File: config.mk
export PLATFORM = sky130hd
export DESIGN_NAME = bvr_ram
export DESIGN_NICKNAME = d
export VERILOG_FILES = /design/src/hdl/bvr_ram.sv
export SDC_FILE = /design/constraint.sdc
export NUM_CORES = 2
export LEC_CHECK = 0
export ABC_AREA = 1
export BUFFER_PORTS_ARGS = -buffer_cell sky130_fd_sc_hd__buf_4
export CORE_AREA = 5 5 400 362
export CTS_BUF_LIST = sky130_fd_sc_hd__clkbuf_8
export CTS_CLUSTER_DIAMETER = 200
export DETAILED_ROUTE_END_ITERATION = 16
export DIE_AREA = 0 0 405 367
export PLACE_DENSITY = 0.76
export SLEW_MARGIN = 20
export SYNTH_ARGS = -nofsm -noshare
export SYNTH_HDL_FRONTEND = slang
export SYNTH_SLANG_ARGS = --single-unit
export TNS_END_PERCENT = 5
File: constraint.sdc
create_clock -name clock -period 3.7 [get_ports clock]
set_input_delay 0.185 -clock clock [delete_from_list [all_inputs] [get_ports clock]]
set_output_delay 0.185 -clock clock [all_outputs]
set_load 0.005 [all_outputs]
File: src/hdl/bvr_ram.sv
// Generic single-write, single-read RAM with registered read data.
module bvr_ram #(
   parameter int WIDTH = 8,
   parameter int DEPTH = 256
) (
   input  logic                     clock,
   input  logic                     we,
   input  logic [$clog2(DEPTH)-1:0] waddr,
   input  logic [WIDTH-1:0]         wdata,
   input  logic                     re,
   input  logic [$clog2(DEPTH)-1:0] raddr,
   output logic [WIDTH-1:0]         rdata
);

   logic [WIDTH-1:0] mem_ff [DEPTH];
   logic [WIDTH-1:0] rdata_ff;

   always_ff @(posedge clock) begin
      if (we) begin
         mem_ff[waddr] <= wdata;
      end
      if (re) begin
         rdata_ff <= mem_ff[raddr];
      end
   end

   assign rdata = rdata_ff;

endmodule

## Word-level counts from Yosys, hierarchy flattened

Memory sizes are Yosys's and may differ from the RTL's. A register that Yosys moved wholly into a read port is not among the register bits.
Index checks and enable logic that the tools add are counted.

| storage, ports and cells | value |
|---|---|
| input bits | 27 |
| memory bits (writable) | 2048 |
| output and inout port bits | 8 |
| register bits | 0 |
| memories kept | 1 |

Memories:

| memory | words | bits a word | read ports | clocked after Yosys merged registers in | wr ports | line | text |
|---|---|---|---|---|---|---|---|
| mem_ff | 256 | 8 | 1 | 1 | 1 | 15 | `logic [WIDTH-1:0] mem_ff [DEPTH];` |

| cells by class | value |
|---|---|
| mux-type cells | 2 |

Operators by type and width:

| kind | count |
|---|---|
| 1-bit 2-to-1 mux | 2 |

## Longest topological paths before layout

| logic depth | value |
|---|---|
| depth after elaboration | 2 |
| mapped depth | 15 |
| gate-level depth less buffers | 11 |

## Least setup slack after synthesis

Ideal clock, no wire load.

| path | value |
|---|---|
| kind | input port to flip-flop |
| start point | input we |
| end point | memory mem_ff[162][0], enable pin |
| stages on the path | 4 |
| setup time | 370 ps |
| arrival time | 1306 ps |
| setup slack | 2024 ps |
| path through | clkbuf_1 -> nand3_1 -> clkbuf_1 -> nor2_1 |

| on the way | value |
|---|---|
| longest elaborated chain between the ends | 2 |

Ends and longest elaborated chain:

| what | line | text |
|---|---|---|
| from (decl) | 7 | `input logic we,` |
| 1-bit 2-to-1 mux | 19 | `if (we) begin` |
| 1-bit 2-to-1 mux (implied by the code) | 20 | `mem_ff[waddr] <= wdata;` |
| to (decl) | 15 |  |

No other way between the ends.

==> results.yml <==
power_and_ir_drop:
  clock_power_share: 0.374
  pwr-share-seq: 0.562
  p_int_mw: 34.97
  p_switching_mw: 10.79
  power_density_nw_per_um2: 501.6
  p_sw_frac: 0.2357
  leakage_nw: 32.00
  ir_drop_v: 0.0003964
  pwr-share-comb: 0.064
floorplanning:
  die_h_um: 367
  core_um2: 140600
  ios: 35
  initial_core_util: 0.5936
  die_w_um: 405
  rows: 131
  die-area_um2: 148600
cells_and_area:
  fillCellCount: 10109
  stdcell_area_um2: 91220
  drive_above_1_share: 0.07873
  regArea_um2: 61740
  multiInputGateArea_um2: 19140
  area_delta_synth_final_pct: 9.280
  finalNonFillerCells: 9144
  layout.nets: 7085
job:
  cap_violations: 0
timing:
  setup_tns_ns: 0
  period_minus_slack_ns: 3.158
  finalSetupViolCount: 0
  fin_crit_sh: 0.8536
  drv_slew: 0
  rsz0062_at_grt: "false"
  max_slew_margin: 0.1981
  fin_worst_skew_ns: 0.07760
  fmax_mhz: 316.6
  fin_hold_ws_ns: 0.08986
  hold_viol: 0
  worstMarginPinSlew_ns: 1.200
  setup_ws_ns: 0.5416
clocking:
  numCtsBuffers: 330
  h-tree-depth: 5
  worstSkewPairLatency_ns: 1.01
  cts_tree: "yes"
  post_cts_buffers: 0
  cts_sinks: 2056
  clockBufferDepth: 4
  clk_pin_slew_ns: 0.07
  cts-resized-gates: 0
  cts_root_buffer: "clkbuf_8"
setup_path:
  r2r-end: "rdata[1]"
  cp-start-kind: "input pin"
  path_class: "input pin to flip-flop"
  end_kind: "flip-flop"
  r2r_start: "mem_ff[225][1]"
  r2r_slack_ns: 0.74
  r2r_cells: 12
  cp.required_ns: 4.58
  crit_path_max_fanout: 27
  crit_arrival_ns: 4.04
detailed_routing:
  drc_errors: 0
  ant_nets: 0
  via_per_inst: 6.155
  vias: 56281
  routed_wl_um: 217900
  wire_per_inst_um: 23.83
  drtPass1Iterations: 7
  drtIter0Drc: 7825
grt:
  track_usage: 0.2906
  gr-total-overflow: 0
  grt_pass1_wl_um: 327700
  antenna_found_initial: 5
  grt_max_degree: 156
  grt_pass1_vias: 53344
synth:
  synth_xor_area_frac: 0
  yosys.area_share.simple: 0.2292
  yosys_warnings: 0
  synth.distinct_cells: 13
  synth_compound_area_frac: 0
  avgSynthCellArea_um2: 11.92
  synth_seq_area_share: 0.7396
  synth_area_um2: 83480
  synth_top_family_by_area: "simple AND/OR/NAND/NOR gates"
  synthMuxAreaShare: 0
  syn_inst: 7003
  syn_nets: 7030
  ys_seq_elements: 2056
  synth_fa_ha_area_frac: 0
placement:
  dp_hpwl_um: 121700
  gp_congestion: 0.9463
  place_inst: 8569
  place_ws_ns: 0.5940
  place_area_um2: 85440
  port_buffers: 34
run_status:
  outcome: "complete, no violations"
worst_hold_path:
  min_from: "waddr[0]"
  hold_end: "mem_ff[144][0]"
  hold_path_class: "input pin to flip-flop"
  hold_depth: 6
-- power groups by stage --
stage	sequential (mW)	combinational (mW)	clock, mW
finish	25.7	2.92	17.1
global route	25.7	3.11	18.4
CTS	25.7	2.85	17.3
detailed placement	26.2	2.82	0
global placement	26.2	2.77	0
floorplan	26.2	1.58	0
-- cells in the mapped netlist --
| cell type | number | area, um2 |
|---|---|---|
| nand2_1 | 2123 | 7969 |
| edfxtp_1 | 2056 | 61740 |
| nand3_1 | 2019 | 10100 |
| nor2_1 | 283 | 1062 |
| buf_2 | 268 | 1341 |
| clkbuf_1 | 112 | 420.4 |
| buf_4 | 46 | 345.3 |
| buf_1 | 40 | 150.1 |
| inv_1 | 36 | 135.1 |
| buf_6 | 16 | 180.2 |
| inv_2 | 2 | 7.510 |
| buf_8 | 1 | 15.01 |
| inv_4 | 1 | 6.260 |
-- how the worst max path moves through the flow --
stage | from | endpoint | slack (ns) | cells past startpoint
after CTS | raddr[4] | rdata[1] | 0.79 | 12
after detailed placement | raddr[0] | rdata[4] | 0.59 | 14
after floorplan | we | mem_ff[162][0] | 2.02 | 4
after global placement | raddr[0] | rdata[4] | 0.65 | 14
final | raddr[4] | rdata[1] | 0.54 | 12
after global routing | raddr[4] | rdata[1] | 0.65 | 12
-- state kept, by name, summed over array words and instances, names as in the netlist --
name and flops:
mem_ff 2048, rdata 8
-- logic make-up after synthesis --
kind of cell / count (synthesis)
AND/OR/NAND/NOR: 4425
flip-flops: 2056
buffers and inverters: 522
-- timing repair --
action	4_1_cts	5_1_grt
hold buffers	19	0
setup endpoints to repair	0	0
hold endpoints to repair	1139	0
-- placed cells by master (no fill, tap or decap) --
master	count
bufinv_16	2
inv_16	1
nor2_1	283
clkbuf_8	339
nand2_1	2120
inv_4	1
buf_8	11
buf_4	131
clkinv_4	1
dlygate4sd3_1	19
diode_2	4
inv_2	1
clkinvlp_4	5
inv_1	124
clkinv_1	84
nand3_1	2019
nand2_2	3
edfxtp_1	2056
inv_8	2
buf_12	45
clkinv_2	31
-- stage by stage --
| stage | utilization | power [mW] |
|---|---|---|
| CTS | 0.6486 | 45.83 |
| floorplan | - | 27.78 |
| global placement | 0.6075 | 28.96 |
| finish | 0.6487 | 45.76 |
| global route | 0.6487 | 47.19 |
| detailed placement | 0.6076 | 29.02 |
-- area by class of cell --
cell class,count,share of cell area
well taps,1862,0.02554
inverters,39,0.001975
repair buffers,206,0.02455
diodes,4,0.0001097
clock inverters,213,0.01003
clock buffers,339,0.05115
multi-input cells,4425,0.2099
flip-flops and latches,2056,0.6768
-- critical path, cell delays in order --
cell           delay (ns)
dlygate4sd3_1        0.53
buf_4                0.23
inv_2                0.65
buf_4                0.47
nand3_1              0.21
nand3_1              0.18
nand3_1              0.18
nand2_1              0.12
nand2_1              0.05
dlygate4sd3_1        0.56
nand2_1              0.08
dlygate4sd3_1        0.55
-- routing by layer --
| metal | global-route usage | wire length (um) |
|---|---|---|
| met4 | 0.1180 | 9306 |
| met1 | 0.4123 | 81200 |
| met2 | 0.4318 | 98790 |
| met5 | 0 | 98 |
| met3 | 0.08000 | 28480 |
Note: power is estimated with default switching activity, not from simulation.
